File: config.mk
export PLATFORM = sky130hd
export DESIGN_NAME = text_head_filter_unit_flat
export DESIGN_NICKNAME = d
export VERILOG_FILES = /design/src/rtl/thf_pkg.sv /design/src/rtl/thf_ifs.sv /design/src/rtl/thf_ram.sv /design/src/rtl/thf_queue.sv /design/src/rtl/thf_front.sv /design/src/rtl/thf_back.sv /design/src/rtl/text_head_filter_unit.sv /design/src/flat_wrapper.sv
export SDC_FILE = /design/constraint.sdc
export NUM_CORES = 1
export LEC_CHECK = 0
export BUFFER_PORTS_ARGS = -buffer_cell sky130_fd_sc_hd__buf_2
export CAP_MARGIN = 20
export CORE_ASPECT_RATIO = 1.2
export CORE_MARGIN = 2
export CORE_UTILIZATION = 45
export CTS_CLUSTER_SIZE = 40
export DETAILED_ROUTE_END_ITERATION = 12
export SYNTH_ARGS = -nofsm -noshare
export SYNTH_HDL_FRONTEND = slang
export SYNTH_SLANG_ARGS = --single-unit
File: constraint.sdc
create_clock -name clk -period 2.9 [get_ports clk]
set_input_delay 0.58 -clock clk [delete_from_list [all_inputs] [get_ports clk]]
set_output_delay 0.58 -clock clk [all_outputs]
set_load 0.05 [all_outputs]
File: src/rtl/thf_pkg.sv
// Shared constants, types and helpers of the text head filter.
package thf_pkg;

	localparam int WS_DEPTH = 32;
	localparam int RING_DEPTH = 32;
	localparam int RING_AW = $clog2(RING_DEPTH);
	localparam int CNT_W = $clog2(WS_DEPTH + 1);
	localparam int LEFT_W = $clog2(WS_DEPTH + 20);
	localparam int QUEUE_DEPTH = 4;
	localparam int QUEUE_AW = $clog2(QUEUE_DEPTH);

	localparam logic [6:0] MAX_PREFIX = 7'd80;

	localparam logic [7:0] CH_NUL = 8'h00;
	localparam logic [7:0] CH_TAB = 8'h09;
	localparam logic [7:0] CH_LF  = 8'h0A;
	localparam logic [7:0] CH_VT  = 8'h0B;
	localparam logic [7:0] CH_FF  = 8'h0C;
	localparam logic [7:0] CH_CR  = 8'h0D;
	localparam logic [7:0] CH_SP  = 8'h20;

	typedef enum logic [1:0] {
		REG_HEAD_LINES       = 2'd0,
		REG_TRIM_ENABLE      = 2'd1,
		REG_PREFIX_COLUMNS   = 2'd2,
		REG_FORMFEED_BETWEEN = 2'd3
	} reg_idx_t;

	typedef enum logic {
		MODE_DATA = 1'b0,
		MODE_EOF  = 1'b1
	} mode_t;

	typedef enum logic {
		BK_IDLE,
		BK_RUN
	} bk_state_t;

	typedef struct packed {
		logic [31:0] head_lines;
		logic        trim_enable;
		logic [6:0]  prefix_columns;
		logic        formfeed_between;
	} cfg_t;

	// One unit of output work: formfeed, prefix, held whitespace, final byte.
	typedef struct packed {
		logic               ff;
		logic               pfx;
		logic [CNT_W-1:0]   rd_n;
		logic [RING_AW-1:0] rd_start;
		logic               wr;
		logic [7:0]         wr_byte;
		logic               has_byte;
		logic [7:0]         data;
	} cmd_t;

	typedef struct packed {
		logic               en;
		logic [RING_AW-1:0] addr;
		logic [7:0]         data;
	} ram_wr_t;

	function automatic logic [6:0] clamp_prefix(input logic [6:0] c);
		return (c > MAX_PREFIX) ? MAX_PREFIX : c;
	endfunction

	function automatic logic is_blank(input logic [7:0] b);
		return (b == CH_SP) || (b == CH_TAB) || (b == CH_VT) || (b == CH_CR);
	endfunction

endpackage

File: src/rtl/thf_ifs.sv
// Valid/ready channel interfaces for input items and output words.
interface thf_in_if;
	logic       valid;
	logic       ready;
	logic       mode;
	logic [7:0] in_byte;

	modport source(output valid, output mode, output in_byte, input ready);
	modport sink(input valid, input mode, input in_byte, output ready);
endinterface

interface thf_out_if;
	logic       valid;
	logic       ready;
	logic [7:0] out_byte;
	logic       last_of_run;

	modport source(output valid, output out_byte, output last_of_run, input ready);
	modport sink(input valid, input out_byte, input last_of_run, output ready);
endinterface

File: src/rtl/thf_ram.sv
// Generic single-write, single-read RAM with registered read data.
module thf_ram #(
	parameter int WIDTH = 8,
	parameter int DEPTH = 32
) (
	input  logic                     clk,
	input  logic                     we,
	input  logic [$clog2(DEPTH)-1:0] waddr,
	input  logic [WIDTH-1:0]         wdata,
	input  logic [$clog2(DEPTH)-1:0] raddr,
	output logic [WIDTH-1:0]         rdata
);

	logic [WIDTH-1:0] mem [DEPTH];

	always_ff @(posedge clk) begin
		if (we) begin
			mem[waddr] <= wdata;
		end
		rdata <= mem[raddr];
	end

endmodule

File: src/rtl/thf_queue.sv
// Short command queue between the front and back parts.
module thf_queue import thf_pkg::*; (
	input  logic clk,
	input  logic arst_n,
	input  logic push,
	input  cmd_t push_cmd,
	output logic full,
	input  logic pop,
	output cmd_t pop_cmd,
	output logic empty
);

	cmd_t                slot_q [QUEUE_DEPTH];
	logic [QUEUE_AW-1:0] wr_ptr_q;
	logic [QUEUE_AW-1:0] rd_ptr_q;
	logic [QUEUE_AW:0]   count_q;

	assign full    = (count_q == (QUEUE_AW+1)'(QUEUE_DEPTH));
	assign empty   = (count_q == '0);
	assign pop_cmd = slot_q[rd_ptr_q];

	always_ff @(posedge clk or negedge arst_n) begin
		if (!arst_n) begin
			wr_ptr_q <= '0;
			rd_ptr_q <= '0;
			count_q  <= '0;
		end else begin
			if (push) begin
				wr_ptr_q <= wr_ptr_q + QUEUE_AW'(1);
			end
			if (pop) begin
				rd_ptr_q <= rd_ptr_q + QUEUE_AW'(1);
			end
			if (push && !pop) begin
				count_q <= count_q + (QUEUE_AW+1)'(1);
			end else if (pop && !push) begin
				count_q <= count_q - (QUEUE_AW+1)'(1);
			end
		end
	end

	always_ff @(posedge clk) begin
		if (push) begin
			slot_q[wr_ptr_q] <= push_cmd;
		end
	end

endmodule

File: src/rtl/thf_front.sv
// Front part: accepts items, tracks line and whitespace state, issues commands.
module thf_front import thf_pkg::*; (
	input  logic    clk,
	input  logic    arst_n,
	input  cfg_t    cfg,
	thf_in_if.sink  in_ch,
	input  logic    q_full,
	input  logic    drain_busy,
	output logic    push,
	output cmd_t    push_cmd,
	output ram_wr_t ram_wr
);

	logic [31:0]        line_count_q, line_count_d;
	logic               head_done_q, head_done_d;
	logic               has_text_q, has_text_d;
	logic [CNT_W-1:0]   pcount_q, pcount_d;
	logic [RING_AW-1:0] phead_q, phead_d;
	logic               not_first_q, not_first_d;
	logic               file_begun_q, file_begun_d;

	logic        trimming;
	logic        data_live;
	logic        is_term;
	logic        ws_item;
	logic        acc;
	logic [31:0] lc_inc;
	logic [7:0]  b;
	cmd_t        cmd;

	assign b         = in_ch.in_byte;
	assign trimming  = cfg.trim_enable || (cfg.prefix_columns != '0);
	assign is_term   = (b == CH_LF) || (b == CH_FF);
	assign data_live = (in_ch.mode == MODE_DATA) && !head_done_q && (b != CH_NUL);
	assign ws_item   = data_live && !is_term && trimming && is_blank(b);
	// Hold whitespace only once no queued work still reads the ring.
	assign in_ch.ready = !q_full && !(ws_item && drain_busy);
	assign acc       = in_ch.valid && in_ch.ready;
	assign lc_inc    = line_count_q + 32'd1;

	always_comb begin
		cmd          = '0;
		ram_wr       = '0;
		line_count_d = line_count_q;
		head_done_d  = head_done_q;
		has_text_d   = has_text_q;
		pcount_d     = pcount_q;
		phead_d      = phead_q;
		not_first_d  = not_first_q;
		file_begun_d = 1'b1;
		cmd.ff       = !file_begun_q && cfg.formfeed_between && not_first_q;

		if (in_ch.mode == MODE_EOF) begin
			pcount_d     = '0;
			phead_d      = '0;
			line_count_d = '0;
			head_done_d  = 1'b0;
			has_text_d   = 1'b0;
			not_first_d  = 1'b1;
			file_begun_d = 1'b0;
		end else if (data_live) begin
			if (is_term) begin
				if (!trimming && (pcount_q != '0)) begin
					cmd.pfx      = !has_text_q;
					cmd.rd_n     = pcount_q;
					cmd.rd_start = phead_q;
				end
				pcount_d     = '0;
				phead_d      = '0;
				cmd.has_byte = 1'b1;
				cmd.data     = b;
				has_text_d   = 1'b0;
				line_count_d = lc_inc;
				if (lc_inc >= cfg.head_lines) begin
					head_done_d = 1'b1;
				end
			end else if (ws_item) begin
				if (pcount_q >= CNT_W'(WS_DEPTH)) begin
					// Ring full: release the oldest byte, back rewrites its slot.
					cmd.pfx      = !has_text_q;
					cmd.rd_n     = CNT_W'(1);
					cmd.rd_start = phead_q;
					cmd.wr       = 1'b1;
					cmd.wr_byte  = b;
					has_text_d   = 1'b1;
					phead_d      = phead_q + RING_AW'(1);
				end else begin
					ram_wr.en   = acc;
					ram_wr.addr = phead_q + pcount_q[RING_AW-1:0];
					ram_wr.data = b;
					pcount_d    = pcount_q + CNT_W'(1);
				end
			end else begin
				cmd.pfx      = !has_text_q;
				cmd.rd_n     = pcount_q;
				cmd.rd_start = phead_q;
				cmd.has_byte = 1'b1;
				cmd.data     = b;
				has_text_d   = 1'b1;
				pcount_d     = '0;
				phead_d      = '0;
			end
		end
	end

	assign push     = acc && (cmd.ff || cmd.has_byte || (cmd.rd_n != '0));
	assign push_cmd = cmd;

	always_ff @(posedge clk or negedge arst_n) begin
		if (!arst_n) begin
			line_count_q <= '0;
			head_done_q  <= 1'b0;
			has_text_q   <= 1'b0;
			pcount_q     <= '0;
			phead_q      <= '0;
			not_first_q  <= 1'b0;
			file_begun_q <= 1'b0;
		end else if (acc) begin
			line_count_q <= line_count_d;
			head_done_q  <= head_done_d;
			has_text_q   <= has_text_d;
			pcount_q     <= pcount_d;
			phead_q      <= phead_d;
			not_first_q  <= not_first_d;
			file_begun_q <= file_begun_d;
		end
	end

endmodule

File: src/rtl/thf_back.sv
// Back part: expands each command into output words through the output register.
module thf_back import thf_pkg::*; (
	input  logic               clk,
	input  logic               arst_n,
	input  logic [6:0]         prefix_columns,
	input  logic               q_empty,
	output logic               pop,
	input  cmd_t               pop_cmd,
	output logic [RING_AW-1:0] ram_rd_addr,
	input  logic [7:0]         ram_rd_data,
	output ram_wr_t            ram_wr,
	output logic               busy,
	thf_out_if.source          out_ch
);

	bk_state_t state_q, state_d;

	logic               ff_q;
	logic [3:0]         tab_q;
	logic [2:0]         spc_q;
	logic [CNT_W-1:0]   rd_q;
	logic               wr_q;
	logic               byte_q;
	logic               rd_ok_q;
	logic [RING_AW-1:0] ptr_q;
	logic [7:0]         wr_byte_q;
	logic [7:0]         data_q;
	logic               out_valid_q;
	logic [7:0]         out_byte_q;
	logic               out_last_q;

	logic [6:0]        cols;
	logic [LEFT_W-1:0] left;
	logic              out_free;
	logic              need_rd;
	logic              emit;
	logic [7:0]        emit_byte;

	assign cols     = clamp_prefix(prefix_columns);
	assign left     = LEFT_W'(ff_q) + LEFT_W'(tab_q) + LEFT_W'(spc_q) + LEFT_W'(rd_q)
		+ LEFT_W'(byte_q);
	assign out_free = !out_valid_q || out_ch.ready;
	assign need_rd  = !ff_q && (tab_q == '0) && (spc_q == '0) && (rd_q != '0);

	always_comb begin
		state_d = state_q;
		pop     = 1'b0;
		emit    = 1'b0;
		unique case (state_q)
			BK_IDLE: begin
				if (!q_empty) begin
					pop     = 1'b1;
					state_d = BK_RUN;
				end
			end
			BK_RUN: begin
				// Wait for ring data after the read address moves.
				emit = out_free && (!need_rd || rd_ok_q);
				if (emit && (left == LEFT_W'(1))) begin
					state_d = BK_IDLE;
				end
			end
			default: state_d = BK_IDLE;
		endcase
	end

	always_comb begin
		if (ff_q) begin
			emit_byte = CH_FF;
		end else if (tab_q != '0) begin
			emit_byte = CH_TAB;
		end else if (spc_q != '0) begin
			emit_byte = CH_SP;
		end else if (rd_q != '0) begin
			emit_byte = ram_rd_data;
		end else begin
			emit_byte = data_q;
		end
	end

	assign ram_rd_addr = ptr_q;
	assign ram_wr.en   = emit && need_rd && (rd_q == CNT_W'(1)) && wr_q;
	assign ram_wr.addr = ptr_q;
	assign ram_wr.data = wr_byte_q;
	assign busy        = (state_q != BK_IDLE);

	assign out_ch.valid       = out_valid_q;
	assign out_ch.out_byte    = out_byte_q;
	assign out_ch.last_of_run = out_last_q;

	always_ff @(posedge clk or negedge arst_n) begin
		if (!arst_n) begin
			state_q <= BK_IDLE;
		end else begin
			state_q <= state_d;
		end
	end

	always_ff @(posedge clk or negedge arst_n) begin
		if (!arst_n) begin
			ff_q        <= 1'b0;
			tab_q       <= '0;
			spc_q       <= '0;
			rd_q        <= '0;
			wr_q        <= 1'b0;
			byte_q      <= 1'b0;
			rd_ok_q     <= 1'b0;
			out_valid_q <= 1'b0;
		end else begin
			// Read data is stale right after the read address moves.
			rd_ok_q <= !(pop || (emit && need_rd));
			if (pop) begin
				ff_q    <= pop_cmd.ff;
				tab_q   <= pop_cmd.pfx ? cols[6:3] : 4'd0;
				spc_q   <= pop_cmd.pfx ? cols[2:0] : 3'd0;
				rd_q    <= pop_cmd.rd_n;
				wr_q    <= pop_cmd.wr;
				byte_q  <= pop_cmd.has_byte;
			end else if (emit) begin
				if (ff_q) begin
					ff_q <= 1'b0;
				end else if (tab_q != '0) begin
					tab_q <= tab_q - 4'd1;
				end else if (spc_q != '0) begin
					spc_q <= spc_q - 3'd1;
				end else if (rd_q != '0) begin
					rd_q    <= rd_q - CNT_W'(1);
				end else begin
					byte_q <= 1'b0;
				end
			end
			if (emit) begin
				out_valid_q <= 1'b1;
			end else if (out_ch.ready) begin
				out_valid_q <= 1'b0;
			end
		end
	end

	always_ff @(posedge clk) begin
		if (pop) begin
			ptr_q     <= pop_cmd.rd_start;
			wr_byte_q <= pop_cmd.wr_byte;
			data_q    <= pop_cmd.data;
		end else if (emit && need_rd) begin
			ptr_q <= ptr_q + RING_AW'(1);
		end
		if (emit) begin
			out_byte_q <= emit_byte;
			out_last_q <= (left == LEFT_W'(1));
		end
	end

endmodule

File: src/rtl/text_head_filter_unit.sv
// Top level of the text head filter: config registers, front, queue, back, ring RAM.
//
//   Channel   Dir  Handshake            Payload
//   in_ch     in   valid / ready        mode, in_byte
//   out_ch    out  valid / ready        out_byte, last_of_run
//   cfg       in   cfg_we (no stall)    cfg_index, cfg_data
//
// The front takes one item a cycle while the 4-entry command queue has room.
// A whitespace byte that is held waits until the queue and back part are empty.
// The back takes a command while idle, then sends one word a cycle when out_ch is ready;
// a held whitespace word also waits for the registered ring read after each address move.
// Reset is asynchronous and active low; the ring RAM needs no clearing pass.
module text_head_filter_unit import thf_pkg::*; (
	input  logic        clk,
	input  logic        arst_n,
	thf_in_if.sink      in_ch,
	thf_out_if.source   out_ch,
	input  logic        cfg_we,
	input  logic [1:0]  cfg_index,
	input  logic [31:0] cfg_data
);

	cfg_t               cfg_q;
	logic               push;
	cmd_t               push_cmd;
	logic               q_full;
	logic               q_empty;
	logic               pop;
	cmd_t               pop_cmd;
	logic               back_busy;
	ram_wr_t            front_wr;
	ram_wr_t            back_wr;
	ram_wr_t            ram_wr;
	logic [RING_AW-1:0] ram_rd_addr;
	logic [7:0]         ram_rd_data;

	always_ff @(posedge clk or negedge arst_n) begin
		if (!arst_n) begin
			cfg_q.head_lines       <= 32'd10;
			cfg_q.trim_enable      <= 1'b0;
			cfg_q.prefix_columns   <= 7'd0;
			cfg_q.formfeed_between <= 1'b0;
		end else if (cfg_we) begin
			unique case (reg_idx_t'(cfg_index))
				REG_HEAD_LINES:       cfg_q.head_lines       <= cfg_data;
				REG_TRIM_ENABLE:      cfg_q.trim_enable      <= cfg_data[0];
				REG_PREFIX_COLUMNS:   cfg_q.prefix_columns   <= cfg_data[6:0];
				REG_FORMFEED_BETWEEN: cfg_q.formfeed_between <= cfg_data[0];
				default: ;
			endcase
		end
	end

	thf_front u_front (
		.clk        (clk),
		.arst_n     (arst_n),
		.cfg        (cfg_q),
		.in_ch      (in_ch),
		.q_full     (q_full),
		.drain_busy (!q_empty || back_busy),
		.push       (push),
		.push_cmd   (push_cmd),
		.ram_wr     (front_wr)
	);

	thf_queue u_queue (
		.clk      (clk),
		.arst_n   (arst_n),
		.push     (push),
		.push_cmd (push_cmd),
		.full     (q_full),
		.pop      (pop),
		.pop_cmd  (pop_cmd),
		.empty    (q_empty)
	);

	thf_back u_back (
		.clk            (clk),
		.arst_n         (arst_n),
		.prefix_columns (cfg_q.prefix_columns),
		.q_empty        (q_empty),
		.pop            (pop),
		.pop_cmd        (pop_cmd),
		.ram_rd_addr    (ram_rd_addr),
		.ram_rd_data    (ram_rd_data),
		.ram_wr         (back_wr),
		.busy           (back_busy),
		.out_ch         (out_ch)
	);

	assign ram_wr = back_wr.en ? back_wr : front_wr;

	thf_ram #(
		.WIDTH (8),
		.DEPTH (RING_DEPTH)
	) u_ring (
		.clk   (clk),
		.we    (ram_wr.en),
		.waddr (ram_wr.addr),
		.wdata (ram_wr.data),
		.raddr (ram_rd_addr),
		.rdata (ram_rd_data)
	);

	a_single_writer: assert property (@(posedge clk) disable iff (!arst_n)
		!(front_wr.en && back_wr.en))
		else $error("ring written by front and back in one cycle");

	a_front_write_drained: assert property (@(posedge clk) disable iff (!arst_n)
		front_wr.en |-> (q_empty && !back_busy))
		else $error("ring written while queued work may still read it");

	a_no_push_when_full: assert property (@(posedge clk) disable iff (!arst_n)
		q_full |-> !push)
		else $error("command pushed into a full queue");

	a_pop_starts_work: assert property (@(posedge clk) disable iff (!arst_n)
		pop |=> back_busy)
		else $error("back part idle after taking a command");

endmodule

File: src/flat_wrapper.sv
// flat-port wrapper written by rule: the top's interface ports become plain ports
module text_head_filter_unit_flat import thf_pkg::*;
  (clk, arst_n, cfg_we, cfg_index, cfg_data, in_ch_valid, in_ch_mode, in_ch_in_byte, in_ch_ready, out_ch_valid, out_ch_out_byte, out_ch_last_of_run, out_ch_ready);
  thf_in_if in_ch_i ();
  thf_out_if out_ch_i ();
  input  logic clk;
  input  logic arst_n;
  input  logic cfg_we;
  input  logic [1:0] cfg_index;
  input  logic [31:0] cfg_data;
  input wire logic [$bits(in_ch_i.valid)-1:0] in_ch_valid;
  input wire logic [$bits(in_ch_i.mode)-1:0] in_ch_mode;
  input wire logic [$bits(in_ch_i.in_byte)-1:0] in_ch_in_byte;
  output wire logic [$bits(in_ch_i.ready)-1:0] in_ch_ready;
  output wire logic [$bits(out_ch_i.valid)-1:0] out_ch_valid;
  output wire logic [$bits(out_ch_i.out_byte)-1:0] out_ch_out_byte;
  output wire logic [$bits(out_ch_i.last_of_run)-1:0] out_ch_last_of_run;
  input wire logic [$bits(out_ch_i.ready)-1:0] out_ch_ready;
  assign in_ch_i.valid = in_ch_valid;
  assign in_ch_i.mode = in_ch_mode;
  assign in_ch_i.in_byte = in_ch_in_byte;
  assign in_ch_ready = in_ch_i.ready;
  assign out_ch_valid = out_ch_i.valid;
  assign out_ch_out_byte = out_ch_i.out_byte;
  assign out_ch_last_of_run = out_ch_i.last_of_run;
  assign out_ch_i.ready = out_ch_ready;
  text_head_filter_unit u_core (.clk(clk), .arst_n(arst_n), .in_ch(in_ch_i), .out_ch(out_ch_i), .cfg_we(cfg_we), .cfg_index(cfg_index), .cfg_data(cfg_data));
endmodule
# Yosys cells after proc, flatten, opt, wreduce, memory -nomap -nowiden
# Memory sizes are Yosys's and may differ from the RTL's. A register that Yosys moved wholly into a read port is not among the register bits.
# Cells that the tools add are included.
[op_classes] n_addsub=16 order_cmp=3 eq_ne=18 n_mux=83 bitwise_logic=2 reduce_logical=83
[ops] op="$mux 32" n=3
[ops] op="$mux 14" n=6
[ops] op="$mux 6" n=12
[ops] op="$mux 30" n=2
[ops] op="$eq 8x4->1 const B" n=5
[ops] op="$mux 12" n=3
[ops] op="$mux 9" n=4
[ops] op="$mux 5" n=7
[ops] op="$add 32x1->32 const B" n=1
[ops] op="$ge 32x32->1" n=1
[ops] op="$mux 1" n=28
[ops] op="$mux 3" n=9
[ops] op="$logic_and 1x1->1" n=22
[ops] op="$mux 21" n=1
[ops] op="$mux 4" n=5
[ops] op="$reduce_bool 2->1" n=10
[ops] op="$reduce_bool 6->1" n=3
[ops] op="$logic_not 1->1" n=14
[ops] op="$eq 6x1->1 const B" n=2
[ops] op="$reduce_and 3->1" n=4
[ops] op="$logic_or 1x1->1" n=11
[ops] op="$add 5x1->5 const B" n=2
[ops] op="$reduce_and 2->1" n=5
[ops] op="$reduce_and 5->1" n=2
[ops] op="34 further kinds" n=43
[totals] ff_bits=144 ram_bits=380 inputBits=48 output_inout_bits=11 word_cells=237 n_memories=2
[mem_list] memory="u_core.u_ring.mem" words=32 word_bits=8 rd=1 rd_clocked_by_memory_dff=1 wr=1 line_no="thf_ram.sv:14" source="logic [WIDTH-1:0] mem [DEPTH];"
[mem_list] memory="u_core.u_queue.slot_q" words=4 word_bits=31 rd=1 rd_clocked_by_memory_dff=0 wr=1 line_no="thf_queue.sv:13" source="cmd_t slot_q [QUEUE_DEPTH];"

# Logic depth before layout (Yosys ltp)
# Gate-level depths: netlist of the first run.
[logic_depth] depth_word=18 depth_mapped=13 depth_no_buf=13

# Cells and area by module
# A second synthesis of the first run with hierarchy kept.
[unflattened] hier_cells=1483 area_unflattened_um2=23546.3
[modules_own_cells] module="thf_ram" n_inst=1 cells_per_inst=417 area_per_inst_um2=10053.4 seq_area_each_um2=7847.5
[modules_own_cells] module="thf_queue" n_inst=1 cells_per_inst=196 area_per_inst_um2=4909.7 seq_area_each_um2=3898.7
[modules_own_cells] module="thf_front" n_inst=1 cells_per_inst=527 area_per_inst_um2=4219.0 seq_area_each_um2=1176.1
[modules_own_cells] module="thf_back" n_inst=1 cells_per_inst=238 area_per_inst_um2=2637.5 seq_area_each_um2=1376.3
[modules_own_cells] module="text_head_filter_unit" n_inst=1 cells_per_inst=105 area_per_inst_um2=1726.7 seq_area_each_um2=1028.5

# Worst setup path before layout of the first run
# Ideal clock, no wire load.
[synth_path] path_type="input to output" start="input in_ch_in_byte[7]" end="output in_ch_ready" t_arrival_ns=2.743 required_ns=2.320 path_slack_ns=-0.423 stages=7 cell_sequence="or4_1 > o21a_1 > buf_2 > o211ai_4 > buf_2 > nor2_1 > a21oi_1"
[synth_via] elab_chain_cells=9 word_cells_on_any_way=19
[synth_rtl] element="start, declared" line_no="flat_wrapper.sv:13" source="input wire logic [$bits(in_ch_i.in_byte)-1:0] in_ch_in_byte;"
[synth_rtl] element="$eq 8x4->1" line_no="thf_front.sv:33" source="assign is_term = (b == CH_LF) || (b == CH_FF);"
[synth_rtl] element="$logic_or 1x1->1" line_no="thf_front.sv:33"
[synth_rtl] element="$logic_not 1->1" line_no="thf_front.sv:35" source="assign ws_item = data_live && !is_term && trimming && is_blank(b);"
[synth_rtl] element="$logic_and 1x1->1 (2 in a row)" line_no="thf_front.sv:35"
[synth_rtl] element="$logic_and 1x1->1 (*)" line_no="thf_front.sv:35"
[synth_rtl] element="$logic_and 1x1->1 (*)" line_no="thf_front.sv:37" source="assign in_ch.ready = !q_full && !(ws_item && drain_busy);"
[synth_rtl] element="$logic_not 1->1 (*)" line_no="thf_front.sv:37"
[synth_rtl] element="$logic_and 1x1->1 (*)" line_no="thf_front.sv:37"
[synth_rtl] element="end, declared" line_no="flat_wrapper.sv:14" source="output wire logic [$bits(in_ch_i.ready)-1:0] in_ch_ready;"
# Mark *: on every way between the ends. The rest lies on a longest branch, timed or not.

# Final worst setup path of the first run
[layout_path] start="register, netlist name u_core.cfg_q[6]" end="output in_ch_ready"
[layout_via] elab_chain_cells=7
[layout_rtl] element="$reduce_bool 7->1" line_no="thf_front.sv:32" source="assign trimming = cfg.trim_enable || (cfg.prefix_columns != '0);"
[layout_rtl] element="$logic_or 1x1->1" line_no="thf_front.sv:32"
[layout_rtl] element="$logic_and 1x1->1 (2 in a row)" line_no="thf_front.sv:35"
[layout_rtl] element="$logic_and 1x1->1" line_no="thf_front.sv:37"
[layout_rtl] element="$logic_not 1->1" line_no="thf_front.sv:37"
[layout_rtl] element="$logic_and 1x1->1" line_no="thf_front.sv:37"
# Every way passes these cells.

==> results.toml, run 1 <==
[setup_path]
endpoint = "in_ch_ready"
reg2reg_slack_ns = 0.03
start_kind = "register"
reg2reg_from = "u_core.u_front.line_count_q[1]"
worstSetupEndpointType = "primary output"
timing.rr.end = "u_core.u_front.head_done_q"
crit_path_max_fanout = 2
critPathArrivalTime_ns = 2.36
critPathLaunch = "u_core.cfg_q[6]"
r2r_cells = 15
path_class = "reg2out"
worstPathRequired_ns = 2.32

[placed_design]
gp_congestion = 0.848
dpl.hpwl_um = 36600
port_buffers = 58
pre_cts_slack_ns = -0.404

[clock_tree]
path_clk_slew_ns = 0.06
insertion_delay_ns = 0.61
ctsHtreeMaxLevel = 2
clk_path_buf_depth = 3
cts-root-buf = "clkbuf_16"
cts_buffers = 54
clock_sinks = 532
cts_tree = "done"

[yosys]
avgSynthCellArea_um2 = 15.3
yosys_most_used_dff = "edfxtp_1"
ys_ff_latch = 532
yosysUniqueCellTypes = 85
yosysSeqAreaShare_pct = 65.5
yosys_warnings = 0
syn_inst = 1526
synthArstFlopShare_pct = 21.4
synthesis.area_um2 = 23400
synth_edf_count = 410

[floorplan]
coreArea_um2 = 51400
die_w_um = 212
boundaryPins = 59
num_rows = 91
dieArea_um2 = 53800
start_util_pct = 45.6
die_h_um = 254

[layout]
post-route-util_pct = 55.7
final_nets = 1909
n_antenna_cell = 0
drive_gt1_share_pct = 32.4
syn_to_final_growth_pct = 22.3

[sta]
relSlewSlack_pct = 51.4
post-route-period-util_pct = 101
hold_ws_ns = 0.190
hold_viol = 0
fin_setup_tns_ns = -0.0410
rsz0062_at_grt = "true"
post-route-min-period_ns = 2.94
clock_skew_ns = 0.0291
worstMarginPinSlew_ns = 0.711
setup_viol = 1
drv_slew = 0
fmax_ghz = 0.340
setup_ws_ns = -0.0410

[drt]
drcViolationCount = 0
drt_wl_total_um = 53500
ant_nets = 0
dr.pass1.iters = 5
dr_total_vias = 13700
drt_iter0_drc = 846
wl_per_cell_um = 21.1
viasPerCell = 5.40

[power_and_ir_drop]
p_comb_share_pct = 21.3
finalPower_w = 0.0211
p_per_area_nw_per_um2 = 737
leakage_nw = 10.6
p_switching_w = 0.00572
p_int_w = 0.0154
vdd_drop_max_mv = 0.547
power_frac_clock_pct = 34.7
seqPwrFrac_pct = 44.1
switching_share_pct = 27.1

[flow_run]
max_cap_violations = 0

[grt]
grt_overflow = 0
track_usage_pct = 20.2
grt_pass1_vias = 14000
grt_max_degree = 65
grt_pass1_wl_um = 81400
antenna_found_initial = 0

[outcome]
violations = "negative setup slack"
status = "finished with violations"

[hold_path]
hp-class = "in2reg"
[sequential cells by signal, summed over array words and instances (netlist names), 3 cells and up]
register	count
u_core.u_ring.mem	256
u_core.u_queue.slot_q	124
u_core.cfg_q	41
u_core.u_front.line_count_q	32
u_core.u_back.data_q	8
u_core.u_back.out_ch.out_byte	8
u_core.u_back.wr_byte_q	8
u_core.u_ring.rdata	8
u_core.u_back.rd_q	6
u_core.u_front.pcount_q	6
u_core.u_back.ram_rd_addr	5
u_core.u_front.phead_q	5
u_core.u_back.tab_q	4
u_core.u_back.spc_q	3
u_core.u_queue.count_q	3
[cell families (layout without fill, tap and decap cells)]
| kind of cell | count (synthesis) | count (layout) | synth area share, % |
|---|---|---|---|
| xor gates and xnor gates | 49 | 49 | 1.83 |
| adders and majority gates | 63 | 63 | 3.59 |
| DFF | 532 | 532 | 65.5 |
| muxes | 139 | 139 | 12.0 |
| other | 1 | 12 | 0.0160 |
| AOI/OAI and AO/OA | 214 | 214 | 6.17 |
| buffers and inverters | 137 | 444 | 2.39 |
| and+or+nand+nor | 391 | 391 | 8.48 |
[worst max-delay path, cell delays in order (launching register included)]
cell and delay [ns]:
dfrtp_1 0.37, or4_4 0.59, o21a_4 0.25, o211ai_4 0.08, buf_6 0.14, nor2_4 0.04, a21oi_4 0.13, buf_12 0.15
[how the worst min path moves through the flow]
stage                                            end                       start  cells after the start
final                               u_core.cfg_q[33]                cfg_data[24]                      3
after global routing                u_core.cfg_q[28]                cfg_data[19]                      3
after CTS                           u_core.cfg_q[33]                cfg_data[24]                      3
after detailed placement  u_core.u_front.not_first_q  u_core.u_front.not_first_q                      1
after global placement    u_core.u_front.not_first_q  u_core.u_front.not_first_q                      1
after floorplan                      u_core.cfg_q[0]                      arst_n                      0
[routing by layer]
layer | track usage (%) | up-vias | share of wire (%)
met2 | 35.7 | 342 | 52
met3 | 3.37 | 102 | 4.3
li1 | - | 6389 | -
met4 | 8.39 | 0 | 4.2
met5 | 0 | - | 0
met1 | 24.5 | 6888 | 40
[timing repair]
item	4_1_cts	5_1_grt
buffers inserted	7	15
hold buffers	1	0
gates resized for setup	27	80
endpoints found under the hold margin	30	0
pin swaps	6	32
setup endpoints to repair	329	348
[synthesized netlist by cell type, types with 5 or more instances]
| cell type | n | share of area, % |
|---|---|---|
| mux2i_1 | 8 | 0.34 |
| nand2b_1 | 15 | 0.40 |
| edfxtp_1 | 410 | 53 |
| buf_2 | 7 | 0.15 |
| and2_1 | 20 | 0.53 |
| nand2_1 | 130 | 2.1 |
| nor2b_1 | 8 | 0.21 |
| a21o_1 | 13 | 0.42 |
| dfrtp_1 | 112 | 12 |
| nor4b_1 | 6 | 0.22 |
| o41ai_2 | 5 | 0.35 |
| a22o_1 | 8 | 0.30 |
| dfxtp_1 | 8 | 0.68 |
| o21a_1 | 9 | 0.29 |
| nand4_1 | 19 | 0.51 |
| nand3_1 | 33 | 0.71 |
| ha_1 | 56 | 3.0 |
| xor2_1 | 17 | 0.64 |
| fa_1 | 7 | 0.60 |
| and3_1 | 18 | 0.48 |
| clkbuf_1 | 57 | 0.91 |
| mux2_2 | 20 | 0.96 |
| nor3_1 | 22 | 0.47 |
| or4_1 | 8 | 0.26 |
| xnor2_1 | 32 | 1.2 |
| nand3_2 | 5 | 0.21 |
| a21oi_1 | 44 | 0.94 |
| inv_1 | 65 | 1.0 |
| nor2_1 | 72 | 1.2 |
| o21ai_0 | 82 | 1.8 |
| mux4_2 | 111 | 11 |
| nor4_1 | 10 | 0.27 |
[cells in the final DEF, fill, tap and decap left out, types with 18 or more instances in the layout]
cell / count
nand3_1: 27
buf_2: 56
clkbuf_16: 54
nor2_1: 47
and3_1: 18
buf_4: 171
nand4_1: 19
buf_6: 23
xnor2_1: 29
inv_1: 60
nor3_1: 18
a21oi_1: 42
dfrtp_1: 111
ha_1: 52
mux4_2: 111
buf_12: 26
nor2_2: 21
o21ai_0: 76
edfxtp_1: 410
nand2_1: 128
mux2_2: 20
[power groups by stage]
stage | combinational, W | clock (W) | sequential [W]
after floorplan | 0.00271 | 0 | 0.00945
after global placement | 0.00421 | 0 | 0.00939
after detailed placement | 0.00432 | 0 | 0.00942
after CTS | 0.00442 | 0.00748 | 0.00928
after global routing | 0.00499 | 0.00775 | 0.00936
final | 0.00449 | 0.00732 | 0.00929
[cell type report]
class	instances	area, um^2
fillers	4136	22700
flip-flops and latches	532	15300
repair buffers	277	2350
clock buffers	64	1440
clock inverters	38	452
well taps	697	872
inverters	65	244
multi-input cells	868	7920
[metrics by stage]
| step | instances | area, um^2 |
|---|---|---|
| finish | 2541 | 28600 |
| global placement | 2417 | 26100 |
| global route | 2541 | 28600 |
| CTS | 2527 | 28200 |
| detailed placement | 2417 | 26100 |
| floorplan | 1537 | 23500 |
Note: power is estimated with default switching activity, not from simulation.
==> run 2: changes to the inputs <==
- ABC_AREA: unset -> 1
==> run 2 against run 1 <==
  * Clock skew decreased by 0.0072 ns
  * Routed wire length is 17% higher
  * Worst setup slack gained 0.16 ns
  * Sequential share of layout area barely moved
  * Power grew 3.4%
  * Via count up 25%
  * The flow now finishes without violations
  * Register-to-register slack improved by 0.08 ns
==> results.toml, run 2 <==
[power_and_ir_drop]
seqPwrFrac_pct = 43.0
p_int_w = 0.0150
finalPower_w = 0.0218
vdd_drop_max_mv = 0.477
switching_share_pct = 31.2
p_per_area_nw_per_um2 = 761
p_comb_share_pct = 24.2
p_switching_w = 0.00680
power_frac_clock_pct = 32.8
leakage_nw = 11.3

[floorplan]
die_h_um = 257
boundaryPins = 59
coreArea_um2 = 52500
num_rows = 92
dieArea_um2 = 55000
die_w_um = 214
start_util_pct = 45.6

[yosys]
ys_ff_latch = 532
yosysTopAreaCellShare_pct = 51.5
synth.most_common_cell = "edfxtp_1"
yosys-top-cells-count = "410 x edfxtp_1, 352 x nor2_1, 275 x nand2_1"
synthArstFlopShare_pct = 21.4
synth_top_family_by_area = "simple AND/OR/NAND/NOR gates"
synth_edf_count = 410
synth_mux_area_share_pct = 0.0471
yosysUniqueCellTypes = 51
syn_inst = 2224
synth.largest_area_cell = "edfxtp_1"
yosysSeqAreaShare_pct = 64.1
synth-simple-area-share_pct = 14.8
synth_compound_area_share_pct = 11.2
yosys-top-cells-area = "edfxtp_1 51%, dfrtp_1 12%, nor2_1 5.5%, o21ai_0 5.5%, nand2_1 4.3%"
avgSynthCellArea_um2 = 10.8
synthAdderAreaFrac_pct = 3.52
synth_xor_area_share_pct = 1.21
yosys_most_used_dff = "edfxtp_1"
synthesis.area_um2 = 23900
yosys_warnings = 0

[sta]
setup_viol = 0
drv_slew = 0
setup_ws_ns = 0.114
post-route-min-period_ns = 2.79
relSlewSlack_pct = 55.8
fmax_ghz = 0.359
worstMarginPinSlew_ns = 0.662
rsz0062_at_grt = "true"
hold_ws_ns = 0.227
hold_viol = 0
clock_skew_ns = 0.0219
post-route-period-util_pct = 96.1

[drt]
drcViolationCount = 0
ant_nets = 0
dr_total_vias = 17100
drt_iter0_drc = 1459
dr.pass1.iters = 5
wl_per_cell_um = 19.6
viasPerCell = 5.36
drt_wl_total_um = 62600

[layout]
largest_reg_flops = 256
fin_cells = 3195
syn_to_final_growth_pct = 19.8
drive_gt1_share_pct = 18.1
n_antenna_cell = 0
fin_area_um2 = 28600
largest_registers = "u_core.u_ring.mem x256, u_core.u_queue.slot_q x124, u_core.cfg_q x41"
final_nets = 2557
largest-register = "u_core.u_ring.mem"
final_common_cell = "edfxtp_1"
final_cell_mix = "410 x edfxtp_1, 332 x nor2_1, 267 x nand2_1"

[setup_path]
worstSetupEndpointType = "register"
start_kind = "register"
reg2reg_slack_ns = 0.11
crit_path_max_fanout = 8
critPathArrivalTime_ns = 3.08
path_class = "reg2reg"
worstPathRequired_ns = 3.20

[clock_tree]
cts-root-buf = "clkbuf_16"
clock_sinks = 532
path_clk_slew_ns = 0.06
cts_tree = "done"
clk_path_buf_depth = 3
ctsHtreeMaxLevel = 2
insertion_delay_ns = 0.60
cts_buffers = 53

[outcome]
status = "complete, no violations"

[grt]
track_usage_pct = 22.7
grt_overflow = 0
grt_max_degree = 93
grt_pass1_wl_um = 96100
antenna_found_initial = 1
grt_pass1_vias = 17100

[placed_design]
dp.cells = 3082
dpl.hpwl_um = 42000
placed_cell_area_um2 = 26400
gp_congestion = 0.921
port_buffers = 58
pre_cts_slack_ns = -0.116

[flow_run]
max_cap_violations = 0

[hold_path]
hp-class = "in2reg"
==> run 2: cell types whose count changed in the layout (fill, tap and decap cells not counted), sizes merged, moves of 24 or more <==
| cell | delta |
|---|---|
| buf | -29 |
| nor2 | +298 |
| nand2 | +153 |
| inv | +148 |
| o221ai | +24 |
| xnor2 | -27 |
| nand3 | +37 |
| mux4 | -111 |
| o22ai | +92 |
| o21ai | +185 |
==> run 2: per-stage QoR <==
stage / setup TNS (ns) / util, %
4_1_cts: -0.0135 / 53.7
5_1_grt: -0.0754 / 54.6
3_3_place_gp: -7.67 / 50.2
6_report: 0 / 54.6
3_5_place_dp: -14.19 / 50.2
2_1_floorplan: -0.0883 / -
==> run 2: kinds of logic (layout without fill, tap and decap cells) <==
kind of cell             after synthesis  count (layout)
AND/OR/NAND/NOR                      805             806
flip-flops                           532             532
AO/OA/AOI/OAI                        474             474
buffers and inverters                315             569
adder cells (fa/ha/maj)               63              63
XOR/XNOR                              33              33
other                                  1              12
multiplexers                           1               1
==> run 2: cell type report <==
type | count | area [um^2]
Fill cell | 4653 | 23900
Sequential cell | 532 | 15300
Multi-Input combinational cell | 1389 | 7810
Timing Repair Buffer | 248 | 1960
Clock buffer | 76 | 1460
Tap cell | 705 | 882
Inverter | 222 | 835
Clock inverter | 23 | 355
==> run 2: power by group through the flow <==
stage          sequential (W)  clock (W)  combinational [W]
3_3_place_gp          0.00951          0            0.00512
6_report              0.00938    0.00715            0.00527
4_1_cts               0.00938    0.00730            0.00525
2_1_floorplan         0.00958          0            0.00336
5_1_grt               0.00945    0.00760            0.00589
3_5_place_dp          0.00953          0            0.00523
==> run 2: path summary, 6_finish.rpt <==
path	from	endpoint	cells after the start
max in group asynchronous	arst_n	u_core.cfg_q[10]	3
min reg2reg	u_core.u_front.not_first_q	u_core.u_front.not_first_q	1
min	cfg_data[21]	u_core.cfg_q[30]	3
max	u_core.u_front.pcount_q[0]	u_core.u_ring.mem[23][4]	13
max reg2reg	u_core.u_front.pcount_q[0]	u_core.u_ring.mem[23][4]	13
min in group asynchronous	arst_n	u_core.cfg_q[24]	2
==> run 2: repair_timing <==
| action | CTS | global route |
|---|---|---|
| endpoints found under the hold margin | 22 | 0 |
| setup buffers | 0 | 12 |
| hold buffers | 1 | 0 |
| gates cloned | 0 | 1 |
| gates resized for setup | 3 | 68 |
| setup endpoints to repair | 2 | 274 |
| pin swaps | 0 | 17 |
==> run 2: worst max-delay path, cell delays in order (launching register included) <==
cell and delay (ns):
dfrtp_2 0.40, ha_1 0.18, inv_1 0.05, fa_1 0.40, inv_1 0.10, a21oi_2 0.06, o211ai_1 0.19, nand2_2 0.13
nor2_4 0.16, nor2_2 0.06, nor2_4 0.25, nand3_4 0.17, nor2_1 0.14, buf_4 0.18
==> run 2: routing by layer <==
metal	share of wire [%]	vias to the layer above	global-route usage (%)	routed length (um)
met1	41	8335	28.8	25800
met2	50	507	39.7	31500
li1	-	8176	-	-
met4	3.2	0	8.31	2030
met5	0	-	0	0
met3	5.2	123	3.29	3240
==> run 3: changes to the inputs <==
- CORE_ASPECT_RATIO: 1.2 -> unset
- CTS_BUF_LIST: unset -> sky130_fd_sc_hd__clkbuf_4 sky130_fd_sc_hd__clkbuf_8 sky130_fd_sc_hd__clkbuf_16
==> run 3 against run 2 <==
  * First-iteration DRC count grew 2.9%
  * Largest power group unchanged
  * Global-route usage shrank 0.25 points
  * Die area barely moved
  * Clock power grew 0.8%
  * Sequential power increased by 0.6%
  * Clock skew down 0.0090 ns
  * Power rose by 0.59%
  * Non-clock buffer count is 22 lower
  * Maximum frequency fell by 0.92%
  * Clock-buffer cell count down 2
==> results.toml, run 3 (synthesis gave the netlist of run 2 again) <==
[setup_path]
worst-path-stages = 8
worstSetupEndpointType = "primary output"
crit_buf_inv = 3
worstPathRequired_ns = 2.32
cp_slowest_cell = "dfrtp_1"
r2r_cells = 16
path_delay_family = "simple AND/OR/NAND/NOR gates"
critPathArrivalTime_ns = 2.23
start_kind = "register"
cpPeakStageDelay_ns = 0.38
path_class = "reg2out"
crit_path_max_fanout = 3
cp_cell_sequence = "nor2_1, and2_1, nand2_4, buf_4, nand4_2, nand2_1, inv_1, buf_2"

[layout]
post-route-util_pct = 54.3
n_antenna_cell = 0
final_nets = 2537
drive_gt1_share_pct = 19.0
final_common_cell = "edfxtp_1"
syn_to_final_growth_pct = 19.4
largest_registers = "u_core.u_ring.mem x256, u_core.u_queue.slot_q x124, u_core.cfg_q x41"
final_cell_mix = "410 x edfxtp_1, 327 x nor2_1, 262 x nand2_1"
largest_reg_flops = 256
n_fill_cell = 4550
largest-register = "u_core.u_ring.mem"

[placed_design]
gp_congestion = 0.894
pre_cts_slack_ns = -0.187
port_buffers = 58
dpl.hpwl_um = 39800

[hold_path]
hp-class = "in2reg"
whs_path_depth = 3

[drt]
viasPerCell = 5.40
ant_nets = 0
wl_per_cell_um = 19.5
drcViolationCount = 0
dr.pass1.iters = 5
drt_wl_total_um = 61500
dr_total_vias = 17100
drt_iter0_drc = 1501

[grt]
grt_pass1_vias = 16500
grt_pass1_wl_um = 94700
track_usage_pct = 22.5
grt_overflow = 0
antenna_found_initial = 0
grt_max_degree = 117

[sta]
fin_setup_tns_ns = 0
setup_viol = 0
hold_viol = 0
drv_slew = 0
hold_ws_ns = 0.210
post-route-period-util_pct = 96.9
post-route-min-period_ns = 2.81
fmax_ghz = 0.356
worstMarginPinSlew_ns = 0.691
setup_ws_ns = 0.0886
rsz0062_at_grt = "true"
relSlewSlack_pct = 53.7
clock_skew_ns = 0.0129

[clock_tree]
cts_tree = "done"
clock_sinks = 532
cts-root-buf = "clkbuf_16"
ctsHtreeMaxLevel = 2
path_clk_slew_ns = 0.06
insertion_delay_ns = 0.61
cts_buffers = 56
clk_path_buf_depth = 3

[power_and_ir_drop]
vdd_drop_max_mv = 0.510
power_frac_clock_pct = 32.9
p_switching_w = 0.00699
switching_share_pct = 31.9
p_int_w = 0.0149
p_per_area_nw_per_um2 = 768
leakage_nw = 11.3
seqPwrFrac_pct = 43.0
p_comb_share_pct = 24.1

[floorplan]
die_w_um = 235
num_rows = 84
boundaryPins = 59
dieArea_um2 = 55000
coreArea_um2 = 52600
die_h_um = 235
start_util_pct = 45.5

[outcome]
status = "complete, no violations"

[flow_run]
max_cap_violations = 0
[run 3: cell types whose count changed in the layout (fill, tap and decap cells not counted), moves of 6 or more]
cell      delta
clkbuf_1    -18
clkbuf_4    +12
inv_2        +6
inv_1        -7
buf_4       -21
clkinv_1     +7
[run 3: worst paths after layout]
kind / from / slack, ns / to
max in group asynchronous: arst_n / 1.58 / u_core.cfg_q[12]
worst min register to register: u_core.u_front.not_first_q / 0.47 / u_core.u_front.not_first_q
min in group asynchronous: arst_n / 0.47 / u_core.u_front.line_count_q[27]
worst max register to register: u_core.u_front.line_count_q[1] / 0.12 / u_core.u_front.head_done_q
worst min-delay path: cfg_data[23] / 0.21 / u_core.cfg_q[32]
worst max-delay path: u_core.cfg_q[7] / 0.09 / in_ch_ready
[run 3: cell type report]
type / count / area (um^2) / share of cell area (%)
Sequential cell: 532 / 15300 / 53.7
Multi-Input combinational cell: 1388 / 7890 / 27.6
Timing Repair Buffer: 226 / 1780 / 6.22
Clock buffer: 74 / 1590 / 5.55
Tap cell: 688 / 861 / 3.01
Inverter: 222 / 838 / 2.94
Clock inverter: 31 / 270 / 0.946
[run 3: power by group through the flow]
stage | clock network, W | logic (W) | registers [W]
finish | 0.00721 | 0.00529 | 0.00944
CTS | 0.00733 | 0.00524 | 0.00943
global placement | 0 | 0.00510 | 0.00956
detailed placement | 0 | 0.00521 | 0.00957
floorplan | 0 | 0.00336 | 0.00958
global route | 0.00764 | 0.00591 | 0.00950
[run 3: per-layer routing]
layer	vias to the layer above	wire length, um	GRT usage (%)
met5	-	0	0
met4	0	1730	7.13
met3	109	3600	2.66
met2	547	29300	37.0
met1	8269	26900	31.2
li1	8153	-	-
[run 3: stage by stage]
stage               cells  power [W]  cell area (um^2)
CTS                  3137     0.0220             27900
detailed placement   3031     0.0148             26100
floorplan            2235     0.0129             24000
global placement     3031     0.0147             26100
finish               3161     0.0219             28600
global route         3161     0.0230             28600
[run 3: worst register-to-register path, stage by stage, from the launching register on]
cell	delay, ns
dfrtp_1	0.36
buf_4	0.13
ha_4	0.14
nand3_4	0.07
nor2_4	0.15
nand2_4	0.08
or3_1	0.43
xor2_1	0.22
inv_1	0.08
ha_1	0.28
nand2_1	0.09
o21a_1	0.20
a21oi_1	0.16
nor2_1	0.07
nand3_1	0.09
nand2_1	0.06
a21oi_1	0.14
[run 3: timing repair]
item	in CTS	in global routing
endpoints found under the setup margin	22	260
hold buffers	1	0
endpoints found under the hold margin	31	0
gates cloned	0	0
buffers inserted	0	24
gates resized for setup	2	105
pin swaps	0	34
